$ cat src/rtl/vbid_pkg.sv
// Package for the voxel brick intra decoder.
// Holds the stream byte layout, color width and result status codes.
// No dependencies.
package vbid_pkg;

   localparam int BRICK_SIDE_DEF = 8;

   localparam int DATA_W         = 8;
   localparam int COLOR_W        = 8;
   localparam int STATUS_W       = 2;
   localparam int RUN_LEN_W      = 7;
   localparam int RUN_FILLED_BIT = 7;

   localparam logic [STATUS_W-1:0] ST_VOXEL    = 2'd0;
   localparam logic [STATUS_W-1:0] ST_EMPTY    = 2'd1;
   localparam logic [STATUS_W-1:0] ST_OVERFLOW = 2'd2;
   localparam logic [STATUS_W-1:0] ST_CAPACITY = 2'd3;

endpackage

$ cat src/rtl/voxel_brick_intra_decoder.sv
// Top level of the voxel brick intra decoder: run-length occupancy, then delta colors.
// Uses vbid_pkg, vbid_occ_mem and vbid_row_find.
//
// Usage: req_ carries one stream byte per item, rsp_ one result item, csr_ writes
// max_voxels (always ready, write only while the block is idle).
// A brick starts with run bytes (bit 7 filled, bits 6..0 length) that are written
// into a row-wide occupancy memory, one row per cycle. An accepted run byte is
// filled in row by row over every occupancy row that it touches.
// A run that overshoots the brick gives an overflow result at once. The run that
// closes the brick gives a capacity or empty result, or starts the color phase.
// The color phase scans the memory for the next filled voxel, row by row (read,
// then check). Each voxel then takes three color bytes; the third byte produces the
// voxel result and starts the next scan, unless it was the last voxel of the brick.
// Results go through one output register and appear the cycle after the byte is
// accepted. Run bytes and the third color byte wait while that register is full
// and rsp_ready is low; the first two color bytes are taken.
// Reset (synchronous) starts a new brick and sets max_voxels to the brick size.
// The memory needs no clearing: each brick writes every row before it is read.
module voxel_brick_intra_decoder #(
   parameter int BRICK_SIDE = vbid_pkg::BRICK_SIDE_DEF,
   localparam int BRICK_LEN = BRICK_SIDE * BRICK_SIDE * BRICK_SIDE,
   localparam int IDX_W     = $clog2(BRICK_LEN),
   localparam int CNT_W     = $clog2(BRICK_LEN + 1)
) (
   input  logic                          clock,
   input  logic                          reset,
   input  logic                          req_valid,
   output logic                          req_ready,
   input  logic [vbid_pkg::DATA_W-1:0]   req_data_byte,
   output logic                          rsp_valid,
   input  logic                          rsp_ready,
   output logic [IDX_W-1:0]              rsp_voxel_index,
   output logic [vbid_pkg::COLOR_W-1:0]  rsp_red,
   output logic [vbid_pkg::COLOR_W-1:0]  rsp_green,
   output logic [vbid_pkg::COLOR_W-1:0]  rsp_blue,
   output logic [vbid_pkg::STATUS_W-1:0] rsp_status,
   output logic                          rsp_last_of_brick,
   output logic [CNT_W-1:0]              rsp_voxel_count,
   input  logic                          csr_valid,
   output logic                          csr_ready,
   input  logic [CNT_W-1:0]              csr_max_voxels
);

   import vbid_pkg::*;

   localparam int ROWS   = BRICK_SIDE * BRICK_SIDE;
   localparam int ROW_W  = $clog2(ROWS);
   localparam int COL_W  = $clog2(BRICK_SIDE);
   localparam int POS_W  = $clog2(BRICK_LEN + (1 << RUN_LEN_W));
   localparam int SPAN_W = RUN_LEN_W + 1;

   localparam logic [2:0] S_RUN      = 3'd0;
   localparam logic [2:0] S_FILL     = 3'd1;
   localparam logic [2:0] S_SRCH_RD  = 3'd2;
   localparam logic [2:0] S_SRCH_CHK = 3'd3;
   localparam logic [2:0] S_COLOR    = 3'd4;

   logic [2:0]            state_ff, state_in;
   logic [CNT_W-1:0]      max_voxels_ff, max_voxels_in;
   logic [CNT_W-1:0]      run_pos_ff, run_pos_in;
   logic [CNT_W-1:0]      filled_ff, filled_in;
   logic [CNT_W-1:0]      emitted_ff, emitted_in;
   logic [ROW_W-1:0]      fill_row_ff, fill_row_in;
   logic [COL_W-1:0]      fill_col_ff, fill_col_in;
   logic                  end_scan_ff, end_scan_in;
   logic [1:0]            cbyte_ff, cbyte_in;
   logic [COLOR_W-1:0]    prev_red_ff, prev_red_in;
   logic [COLOR_W-1:0]    prev_green_ff, prev_green_in;
   logic [COLOR_W-1:0]    prev_blue_ff, prev_blue_in;
   logic                  rsp_valid_ff, rsp_valid_in;

   logic [RUN_LEN_W-1:0]  rem_ff, rem_in;
   logic                  fill_bit_ff, fill_bit_in;
   logic [BRICK_SIDE-1:0] word_ff, word_in;
   logic [ROW_W-1:0]      srch_row_ff, srch_row_in;
   logic [COL_W-1:0]      srch_col_ff, srch_col_in;
   logic [IDX_W-1:0]      srch_base_ff, srch_base_in;
   logic [2*DATA_W-1:0]   pend_ff, pend_in;
   logic [IDX_W-1:0]      out_index_ff, out_index_in;
   logic [COLOR_W-1:0]    out_red_ff, out_red_in;
   logic [COLOR_W-1:0]    out_green_ff, out_green_in;
   logic [COLOR_W-1:0]    out_blue_ff, out_blue_in;
   logic [STATUS_W-1:0]   out_status_ff, out_status_in;
   logic                  out_last_ff, out_last_in;
   logic [CNT_W-1:0]      out_count_ff, out_count_in;

   logic                  out_free;
   logic                  accept;
   logic [RUN_LEN_W-1:0]  run_len;
   logic                  run_bit;
   logic [POS_W-1:0]      run_sum;
   logic [CNT_W-1:0]      filled_add;
   logic [SPAN_W-1:0]     space;
   logic [SPAN_W-1:0]     fill_hi;
   logic                  fill_wrap;
   logic [BRICK_SIDE-1:0] word_new;
   logic                  new_brick;
   logic [COLOR_W-1:0]    red_sum, green_sum, blue_sum;

   logic                  mem_wr_en;
   logic                  mem_rd_en;
   logic [BRICK_SIDE-1:0] mem_rd_data;
   logic                  find_found;
   logic [COL_W-1:0]      find_pos;

   vbid_occ_mem #(
      .WORD_W (BRICK_SIDE),
      .DEPTH  (ROWS)
   ) u_occ_mem (
      .clock   (clock),
      .wr_en   (mem_wr_en),
      .wr_addr (fill_row_ff),
      .wr_data (word_new),
      .rd_en   (mem_rd_en),
      .rd_addr (srch_row_ff),
      .rd_data (mem_rd_data)
   );

   vbid_row_find #(
      .WIDTH (BRICK_SIDE)
   ) u_row_find (
      .word  (mem_rd_data),
      .from  (srch_col_ff),
      .found (find_found),
      .pos   (find_pos)
   );

   assign out_free  = !rsp_valid_ff || rsp_ready;
   assign req_ready = ((state_ff == S_RUN) && out_free) ||
                      ((state_ff == S_COLOR) && ((cbyte_ff != 2'd2) || out_free));
   assign accept    = req_valid && req_ready;
   assign csr_ready = 1'b1;

   assign run_len    = req_data_byte[RUN_LEN_W-1:0];
   assign run_bit    = req_data_byte[RUN_FILLED_BIT];
   assign run_sum    = POS_W'(run_pos_ff) + POS_W'(run_len);
   assign filled_add = filled_ff + (run_bit ? CNT_W'(run_len) : CNT_W'(0));

   assign space     = SPAN_W'(BRICK_SIDE) - SPAN_W'(fill_col_ff);
   assign fill_hi   = SPAN_W'(fill_col_ff) + SPAN_W'(rem_ff);
   assign fill_wrap = SPAN_W'(rem_ff) >= space;
   assign mem_wr_en = (state_ff == S_FILL) && fill_wrap;
   assign mem_rd_en = (state_ff == S_SRCH_RD);

   assign red_sum   = prev_red_ff + pend_ff[2*DATA_W-1:DATA_W];
   assign green_sum = prev_green_ff + pend_ff[DATA_W-1:0];
   assign blue_sum  = prev_blue_ff + req_data_byte;

   always_comb begin
      for (int i = 0; i < BRICK_SIDE; i++) begin
         if ((SPAN_W'(i) >= SPAN_W'(fill_col_ff)) && (SPAN_W'(i) < fill_hi)) begin
            word_new[i] = fill_bit_ff;
         end else begin
            word_new[i] = word_ff[i];
         end
      end
   end

   always_comb begin
      state_in      = state_ff;
      max_voxels_in = max_voxels_ff;
      run_pos_in    = run_pos_ff;
      filled_in     = filled_ff;
      emitted_in    = emitted_ff;
      fill_row_in   = fill_row_ff;
      fill_col_in   = fill_col_ff;
      end_scan_in   = end_scan_ff;
      cbyte_in      = cbyte_ff;
      prev_red_in   = prev_red_ff;
      prev_green_in = prev_green_ff;
      prev_blue_in  = prev_blue_ff;
      rem_in        = rem_ff;
      fill_bit_in   = fill_bit_ff;
      word_in       = word_ff;
      srch_row_in   = srch_row_ff;
      srch_col_in   = srch_col_ff;
      srch_base_in  = srch_base_ff;
      pend_in       = pend_ff;
      rsp_valid_in  = rsp_valid_ff && !rsp_ready;
      out_index_in  = out_index_ff;
      out_red_in    = out_red_ff;
      out_green_in  = out_green_ff;
      out_blue_in   = out_blue_ff;
      out_status_in = out_status_ff;
      out_last_in   = out_last_ff;
      out_count_in  = out_count_ff;
      new_brick     = 1'b0;

      if (csr_valid) begin
         max_voxels_in = csr_max_voxels;
      end

      case (state_ff)
         S_RUN: begin
            if (accept) begin
               if (run_sum > POS_W'(BRICK_LEN)) begin
                  rsp_valid_in  = 1'b1;
                  out_index_in  = '0;
                  out_red_in    = '0;
                  out_green_in  = '0;
                  out_blue_in   = '0;
                  out_status_in = ST_OVERFLOW;
                  out_last_in   = 1'b1;
                  out_count_in  = filled_ff;
                  new_brick     = 1'b1;
               end else if (run_len != '0) begin
                  run_pos_in  = CNT_W'(run_sum);
                  filled_in   = filled_add;
                  rem_in      = run_len;
                  fill_bit_in = run_bit;
                  end_scan_in = 1'b0;
                  state_in    = S_FILL;
                  if (run_sum == POS_W'(BRICK_LEN)) begin
                     if (filled_add > max_voxels_ff) begin
                        rsp_valid_in  = 1'b1;
                        out_index_in  = '0;
                        out_red_in    = '0;
                        out_green_in  = '0;
                        out_blue_in   = '0;
                        out_status_in = ST_CAPACITY;
                        out_last_in   = 1'b1;
                        out_count_in  = filled_add;
                     end else if (filled_add == '0) begin
                        rsp_valid_in  = 1'b1;
                        out_index_in  = '0;
                        out_red_in    = '0;
                        out_green_in  = '0;
                        out_blue_in   = '0;
                        out_status_in = ST_EMPTY;
                        out_last_in   = 1'b1;
                        out_count_in  = '0;
                     end else begin
                        end_scan_in = 1'b1;
                     end
                  end
               end
            end
         end
         S_FILL: begin
            word_in = word_new;
            if (fill_wrap) begin
               rem_in      = rem_ff - RUN_LEN_W'(space);
               fill_row_in = fill_row_ff + 1'b1;
               fill_col_in = '0;
            end else begin
               rem_in      = '0;
               fill_col_in = fill_col_ff + COL_W'(rem_ff);
            end
            if (!fill_wrap || (SPAN_W'(rem_ff) == space)) begin
               if (run_pos_ff == CNT_W'(BRICK_LEN)) begin
                  if (end_scan_ff) begin
                     srch_row_in  = '0;
                     srch_col_in  = '0;
                     srch_base_in = '0;
                     fill_row_in  = '0;
                     fill_col_in  = '0;
                     state_in     = S_SRCH_RD;
                  end else begin
                     new_brick = 1'b1;
                  end
               end else begin
                  state_in = S_RUN;
               end
            end
         end
         S_SRCH_RD: begin
            state_in = S_SRCH_CHK;
         end
         S_SRCH_CHK: begin
            if (find_found) begin
               srch_col_in = find_pos;
               state_in    = S_COLOR;
            end else if (srch_row_ff == ROW_W'(ROWS - 1)) begin
               new_brick = 1'b1;
            end else begin
               srch_row_in  = srch_row_ff + 1'b1;
               srch_col_in  = '0;
               srch_base_in = srch_base_ff + IDX_W'(BRICK_SIDE);
               state_in     = S_SRCH_RD;
            end
         end
         S_COLOR: begin
            if (accept) begin
               if (cbyte_ff != 2'd2) begin
                  pend_in  = {pend_ff[DATA_W-1:0], req_data_byte};
                  cbyte_in = cbyte_ff + 1'b1;
               end else begin
                  emitted_in    = emitted_ff + 1'b1;
                  prev_red_in   = red_sum;
                  prev_green_in = green_sum;
                  prev_blue_in  = blue_sum;
                  cbyte_in      = '0;
                  pend_in       = '0;
                  rsp_valid_in  = 1'b1;
                  out_index_in  = srch_base_ff + IDX_W'(srch_col_ff);
                  out_red_in    = red_sum;
                  out_green_in  = green_sum;
                  out_blue_in   = blue_sum;
                  out_status_in = ST_VOXEL;
                  out_last_in   = (emitted_ff + 1'b1) >= filled_ff;
                  out_count_in  = filled_ff;
                  if ((emitted_ff + 1'b1) >= filled_ff) begin
                     new_brick = 1'b1;
                  end else if (srch_col_ff == COL_W'(BRICK_SIDE - 1)) begin
                     if (srch_row_ff == ROW_W'(ROWS - 1)) begin
                        new_brick = 1'b1;
                     end else begin
                        srch_row_in  = srch_row_ff + 1'b1;
                        srch_col_in  = '0;
                        srch_base_in = srch_base_ff + IDX_W'(BRICK_SIDE);
                        state_in     = S_SRCH_RD;
                     end
                  end else begin
                     srch_col_in = srch_col_ff + 1'b1;
                     state_in    = S_SRCH_RD;
                  end
               end
            end
         end
         default: begin
            new_brick = 1'b1;
         end
      endcase

      if (new_brick) begin
         state_in      = S_RUN;
         run_pos_in    = '0;
         filled_in     = '0;
         emitted_in    = '0;
         fill_row_in   = '0;
         fill_col_in   = '0;
         end_scan_in   = 1'b0;
         cbyte_in      = '0;
         pend_in       = '0;
         prev_red_in   = '0;
         prev_green_in = '0;
         prev_blue_in  = '0;
      end
   end

   always_ff @(posedge clock) begin
      if (reset) begin
         state_ff      <= S_RUN;
         max_voxels_ff <= CNT_W'(BRICK_LEN);
         run_pos_ff    <= '0;
         filled_ff     <= '0;
         emitted_ff    <= '0;
         fill_row_ff   <= '0;
         fill_col_ff   <= '0;
         end_scan_ff   <= 1'b0;
         cbyte_ff      <= '0;
         prev_red_ff   <= '0;
         prev_green_ff <= '0;
         prev_blue_ff  <= '0;
         rsp_valid_ff  <= 1'b0;
      end else begin
         state_ff      <= state_in;
         max_voxels_ff <= max_voxels_in;
         run_pos_ff    <= run_pos_in;
         filled_ff     <= filled_in;
         emitted_ff    <= emitted_in;
         fill_row_ff   <= fill_row_in;
         fill_col_ff   <= fill_col_in;
         end_scan_ff   <= end_scan_in;
         cbyte_ff      <= cbyte_in;
         prev_red_ff   <= prev_red_in;
         prev_green_ff <= prev_green_in;
         prev_blue_ff  <= prev_blue_in;
         rsp_valid_ff  <= rsp_valid_in;
      end
   end

   always_ff @(posedge clock) begin
      rem_ff        <= rem_in;
      fill_bit_ff   <= fill_bit_in;
      word_ff       <= word_in;
      srch_row_ff   <= srch_row_in;
      srch_col_ff   <= srch_col_in;
      srch_base_ff  <= srch_base_in;
      pend_ff       <= pend_in;
      out_index_ff  <= out_index_in;
      out_red_ff    <= out_red_in;
      out_green_ff  <= out_green_in;
      out_blue_ff   <= out_blue_in;
      out_status_ff <= out_status_in;
      out_last_ff   <= out_last_in;
      out_count_ff  <= out_count_in;
   end

   assign rsp_valid         = rsp_valid_ff;
   assign rsp_voxel_index   = out_index_ff;
   assign rsp_red           = out_red_ff;
   assign rsp_green         = out_green_ff;
   assign rsp_blue          = out_blue_ff;
   assign rsp_status        = out_status_ff;
   assign rsp_last_of_brick = out_last_ff;
   assign rsp_voxel_count   = out_count_ff;

   a_status_last: assert property (@(posedge clock) disable iff (reset)
      (rsp_valid_ff && (out_status_ff != ST_VOXEL)) |-> out_last_ff)
      else $error("error or empty result without last_of_brick");

   a_color_count: assert property (@(posedge clock) disable iff (reset)
      (state_ff == S_COLOR) |-> ((filled_ff != '0) && (emitted_ff < filled_ff)))
      else $error("color phase with no voxel left to color");

   a_run_bound: assert property (@(posedge clock) disable iff (reset)
      (state_ff == S_RUN) |-> (run_pos_ff < CNT_W'(BRICK_LEN)))
      else $error("run position reached brick end without leaving run phase");

   a_voxel_index: assert property (@(posedge clock) disable iff (reset)
      (rsp_valid_ff && (out_status_ff == ST_VOXEL)) |->
      ((out_count_ff != '0) && (IDX_W'(out_index_ff) <= IDX_W'(BRICK_LEN - 1))))
      else $error("voxel result outside the brick or in an empty brick");

endmodule

$ cat src/rtl/vbid_occ_mem.sv
// Occupancy store of the voxel brick intra decoder: one word per brick row.
// Synchronous memory, one write port and one read port with registered data.
// No dependencies.
module vbid_occ_mem #(
   parameter int WORD_W = 8,
   parameter int DEPTH  = 64,
   localparam int ADDR_W = $clog2(DEPTH)
) (
   input  logic              clock,
   input  logic              wr_en,
   input  logic [ADDR_W-1:0] wr_addr,
   input  logic [WORD_W-1:0] wr_data,
   input  logic              rd_en,
   input  logic [ADDR_W-1:0] rd_addr,
   output logic [WORD_W-1:0] rd_data
);

   logic [WORD_W-1:0] mem [DEPTH];
   logic [WORD_W-1:0] rd_data_ff;

   always_ff @(posedge clock) begin
      if (wr_en) begin
         mem[wr_addr] <= wr_data;
      end
      if (rd_en) begin
         rd_data_ff <= mem[rd_addr];
      end
   end

   assign rd_data = rd_data_ff;

endmodule

$ cat src/rtl/vbid_row_find.sv
// Finds the lowest set bit of one occupancy row at or above a start column.
// Pure logic, used by the scan of the voxel brick intra decoder.
// No dependencies.
module vbid_row_find #(
   parameter int WIDTH = 8,
   localparam int POS_W = $clog2(WIDTH)
) (
   input  logic [WIDTH-1:0] word,
   input  logic [POS_W-1:0] from,
   output logic             found,
   output logic [POS_W-1:0] pos
);

   logic [WIDTH-1:0] masked;

   always_comb begin
      masked = '0;
      pos = '0;
      for (int i = 0; i < WIDTH; i++) begin
         masked[i] = word[i] && (POS_W'(i) >= from);
      end
      for (int i = WIDTH - 1; i >= 0; i--) begin
         if (masked[i]) begin
            pos = POS_W'(i);
         end
      end
      found = |masked;
   end

endmodule

$ cat config.mk
export PLATFORM = sky130hd
export DESIGN_NAME = voxel_brick_intra_decoder
export DESIGN_NICKNAME = d
export VERILOG_FILES = /design/src/rtl/vbid_pkg.sv /design/src/rtl/voxel_brick_intra_decoder.sv /design/src/rtl/vbid_occ_mem.sv /design/src/rtl/vbid_row_find.sv
export SDC_FILE = /design/constraint.sdc
export NUM_CORES = 1
export LEC_CHECK = 0
export ABC_AREA = 1
export BUFFER_PORTS_ARGS = -buffer_cell sky130_fd_sc_hd__buf_2
export CORE_MARGIN = 4
export CORE_UTILIZATION = 50
export CTS_CLUSTER_SIZE = 24
export DETAILED_ROUTE_END_ITERATION = 12
export HOLD_SLACK_MARGIN = 0.06
export PLACE_DENSITY_LB_ADDON = 0.12
export SLEW_MARGIN = 0
export SYNTH_ARGS = -nofsm -noshare
export SYNTH_HDL_FRONTEND = slang
export SYNTH_HIERARCHICAL = 1
export SYNTH_SLANG_ARGS = --single-unit
$ cat constraint.sdc
create_clock -name clock -period 5.3 [get_ports clock]
set_input_delay 0.265 -clock clock [delete_from_list [all_inputs] [get_ports clock]]
set_output_delay 0.265 -clock clock [all_outputs]
set_load 0.01 [all_outputs]
==> impl_metrics.json <==
{
  "status": "completed",
  "power.total_mw": 14.4,
  "clock_insertion_delay_worst_skew_ps": 620,
  "setup-violations-final": 0,
  "detail_route.first_pass.iterations": 5,
  "synth_enable_flop_cells": 597,
  "use_met1_pct": 30.9,
  "wirelength_um": 79800,
  "crit_required_ps": 5540,
  "timing.max_cap.violations": 0,
  "grt.busiest_layer": "met2",
  "critical_path.slowest_cell": "nor2_1",
  "cts_resized": 0,
  "comb_power_share_pct": 17.3,
  "io_buffers": 70,
  "design.core.area_um2": 63100,
  "met2_usage_pct": 39.1,
  "max-vdd-ir-drop_mv": 0.288,
  "clock_pin_slew_on_the_worst_setup_and_hold_paths_ps": 50,
  "async_reset_ff_share_pct": 0,
  "drt_antenna_net_count": 0,
  "post_drt_wl_per_cell_um": 19.3,
  "syn2layout_area_growth_pct": 10.7,
  "switching_power_summed_over_all_nets_mw": 4.11,
  "number_of_levels_the_h_tree_was_split_into": 3,
  "setup.worst_path.start_class": "flop",
  "vias_per_cell": 5.57,
  "maxSlewHeadroom_pct": 11.4,
  "cts-buffers-inserted": 76,
  "timing.critical_path.max_delay_family": "simple AND/OR/NAND/NOR gates",
  "rrSetupSlack_ps": 770,
  "fmaxAchievable_ghz": 0.221,
  "worstPathMaxFanout": 14,
  "finalCriticalPeriod_ps": 4530,
  "final_layout_size_suffix_gt1_share_pct": 7.92,
  "global_route.overflow_total": 0,
  "cts_tree": "yes",
  "yosys_register_bits": 693,
  "drc_viols": 0,
  "total_number_of_placement_rows": 92,
  "p_leak_nw": 13.4,
  "finalSetupTns_ps": 0,
  "stdcell_area_um2": 35200,
  "critical_path.cell_chain": "inv_1 -> ha_1 -> ha_1 -> inv_1 -> ha_1 -> nand2_1 -> o21a_1 -> nand3_1 -> nand2_1 -> inv_1 -> nand2_1 -> nor2_1",
  "post-synth-top-area-fraction_pct": 56.3,
  "floorplan.io_pins": 72,
  "crit_path_end_kind": "flop",
  "cellPowerDensity_nw_per_um2": 409,
  "p_clk_share_pct": 35.8,
  "setup_fix_buffers_added_after_clock_tree_synthesis": 0,
  "synth.top_cells.by_area": "edfxtp_1, nand2_1, nand3_1",
  "grt_start_max_net_pins": 259,
  "clock_skew_ps": 23.2,
  "synth_warnings": 6,
  "ctsRootBufferMaster": "clkbuf_16",
  "worst_hold_path_type": "input port to flop",
  "final.period_utilization_pct": 85.5,
  "worst-setup-path-type": "flop to flop",
  "p_seq_share_pct": 46.9,
  "horiz_die_dim_um": 260,
  "route.vias.total": 23000,
  "synth.cells.most_frequent": "nand2_1, edfxtp_1, nand3_1, nor2_1, inv_1",
  "dp_slack_ps": 905,
  "report.final.hold_viol_count": 0,
  "placedInstanceArea_um2": 32700,
  "global_route_wire_length_before_repair_um": 122000,
  "arrival_ps": 4770,
  "synth.most_common_cell": "nand2_1",
  "synthCells": 3187,
  "yosysSeqAreaShare_pct": 62.3,
  "ctsHoldBuffers": 14,
  "initial_utilization_pct": 50.5,
  "syn_area_per_cell_um2": 9.99,
  "gp_congestion": 0.874,
  "postLayoutSetupSlackWorst_ps": 771,
  "synthFlopType": "edfxtp_1",
  "cts_num_sinks": 693,
  "net_count_after_synthesis": 3289,
  "number_of_global_route_vias_before_repair": 22000,
  "slew_violations": 0,
  "fin_nets": 3327,
  "fp.dieArea_um2": 67800,
  "grt_util_met3_pct": 3.24,
  "unrepaired_setup_endpoints_after_global_routing": "false",
  "post_layout_nonfiller_instances": 4130,
  "synth.cell_area_um2": 31800,
  "worst_pin_slew_ps": 1330,
  "placed_instance_count": 3979,
  "worst_path_largest_cell_delay_ps": 750,
  "clk_path_buf_depth": 3,
  "synth_area_leader": "edfxtp_1",
  "synth.lib_cells_used.distinct": 51,
  "chipHeight_um": 260,
  "dpl.hpwl_um": 49500,
  "critical_path.n_buffers_inverters": 3,
  "detail_route.iter0.violations": 2197,
  "antenna-diode-count": 0,
  "grt_usage_pct": 23.3,
  "power.internal_mw": 10.3,
  "power_switching_share_pct": 28.5,
  "antenna_found_initial": 0
}
-- worst register-to-register path, stage by stage, from the launching register on --
cell and delay, ps:
dfxtp_1 490, inv_1 110, ha_1 220, ha_1 280, inv_1 40, ha_1 360
nand2_1 80, o21a_1 230, nand3_1 370, nand2_1 320, inv_1 390, nand2_1 510
nor2_1 760
-- cell usage in the layout (no fill, tap or decap), types with 6 or more instances in the layout --
cell / synthesis / layout
nor2_2: 7 / 7
clkinv_1: 2 / 13
buf_2: 68 / 70
a31oi_1: 14 / 11
o21ai_0: 118 / 112
edfxtp_1: 597 / 597
nand2_2: 9 / 10
mux2i_1: 9 / 9
xor2_1: 23 / 23
inv_2: 7 / 7
a21oi_1: 78 / 78
fa_1: 7 / 7
inv_1: 207 / 206
o22ai_1: 8 / 8
ha_1: 72 / 72
clkbuf_1: 26 / 17
nor3_1: 27 / 27
clkbuf_16: 0 / 78
bufinv_16: 0 / 6
dlygate4sd3_1: 0 / 14
buf_4: 11 / 24
or2_2: 9 / 9
dfxtp_1: 96 / 96
nand3_1: 503 / 503
o21ai_1: 6 / 6
nor2_1: 263 / 263
o21ai_4: 0 / 6
nand4_1: 20 / 20
nand2_1: 895 / 894
xnor2_1: 14 / 14
o211ai_1: 7 / 7
clkinv_2: 0 / 17
-- through the flow --
step	utilization [%]	hold WS (ps)
3_3_place_gp	51.8	469
6_report	55.9	104
4_1_cts	55.9	62.6
2_1_floorplan	-	364
5_1_grt	55.9	118
3_5_place_dp	51.8	469
-- cell type report --
class / instances / area (um2)
clock inverters: 38 / 363
clock buffers: 99 / 2070
repair buffers: 110 / 711
multi-input cells: 2127 / 10400
well taps: 846 / 1060
fillers: 5499 / 27800
flip-flops and latches: 693 / 19800
inverters: 217 / 821
-- registers in the layout (all words and copies together), names as in the netlist, 9 cells and up --
register and count:
rsp_voxel_count 10, emitted_ff 10, u_occ_mem/mem 512, filled_ff 10, max_voxels_ff 10, rsp_voxel_index 9, pend_ff 16, run_pos_ff 10
-- routing by layer --
| metal | part of all wire (%) | routed length [um] |
|---|---|---|
| met5 | 0 | 0 |
| met4 | 3.7 | 2960 |
| met1 | 42 | 33700 |
| met2 | 48 | 38400 |
| met3 | 6.0 | 4810 |
-- power groups by stage --
stage | Sequential (mW) | Combinational, mW | Clock [mW]
after global routing | 6.78 | 2.76 | 5.50
after CTS | 6.76 | 2.51 | 5.27
after global placement | 6.87 | 2.48 | 0
final | 6.76 | 2.50 | 5.17
after floorplan | 6.93 | 1.48 | 0
after detailed placement | 6.87 | 2.49 | 0
-- final timing paths --
| check | cells after the start | end | startpoint |
|---|---|---|---|
| min | 4 | rsp_valid$_SDFF_PP0_ | rsp_ready |
| max | 12 | u_occ_mem/mem[60][3]$_DFFE_PP_ | fill_col_ff[1]$_SDFFE_PP0P_ |
| min reg2reg | 2 | max_voxels_ff[3]$_SDFFE_PP0P_ | max_voxels_ff[3]$_SDFFE_PP0P_ |
| max reg2reg | 12 | u_occ_mem/mem[60][3]$_DFFE_PP_ | fill_col_ff[1]$_SDFFE_PP0P_ |
-- kinds of logic (layout without fill, tap and decap cells) --
group,count (synthesis),count (layout),share of synthesized area (%)
and+or+nand+nor,1747,1747,23.3
DFF,693,693,62.3
buffers and inverters,367,464,5.46
AOI/OAI and AO/OA,254,254,4.35
adders and majority gates,79,79,3.27
xor gates and xnor gates,37,37,1.02
muxes,9,9,0.283
other,1,1,0.0118
(Power assumes the default switching activity.)
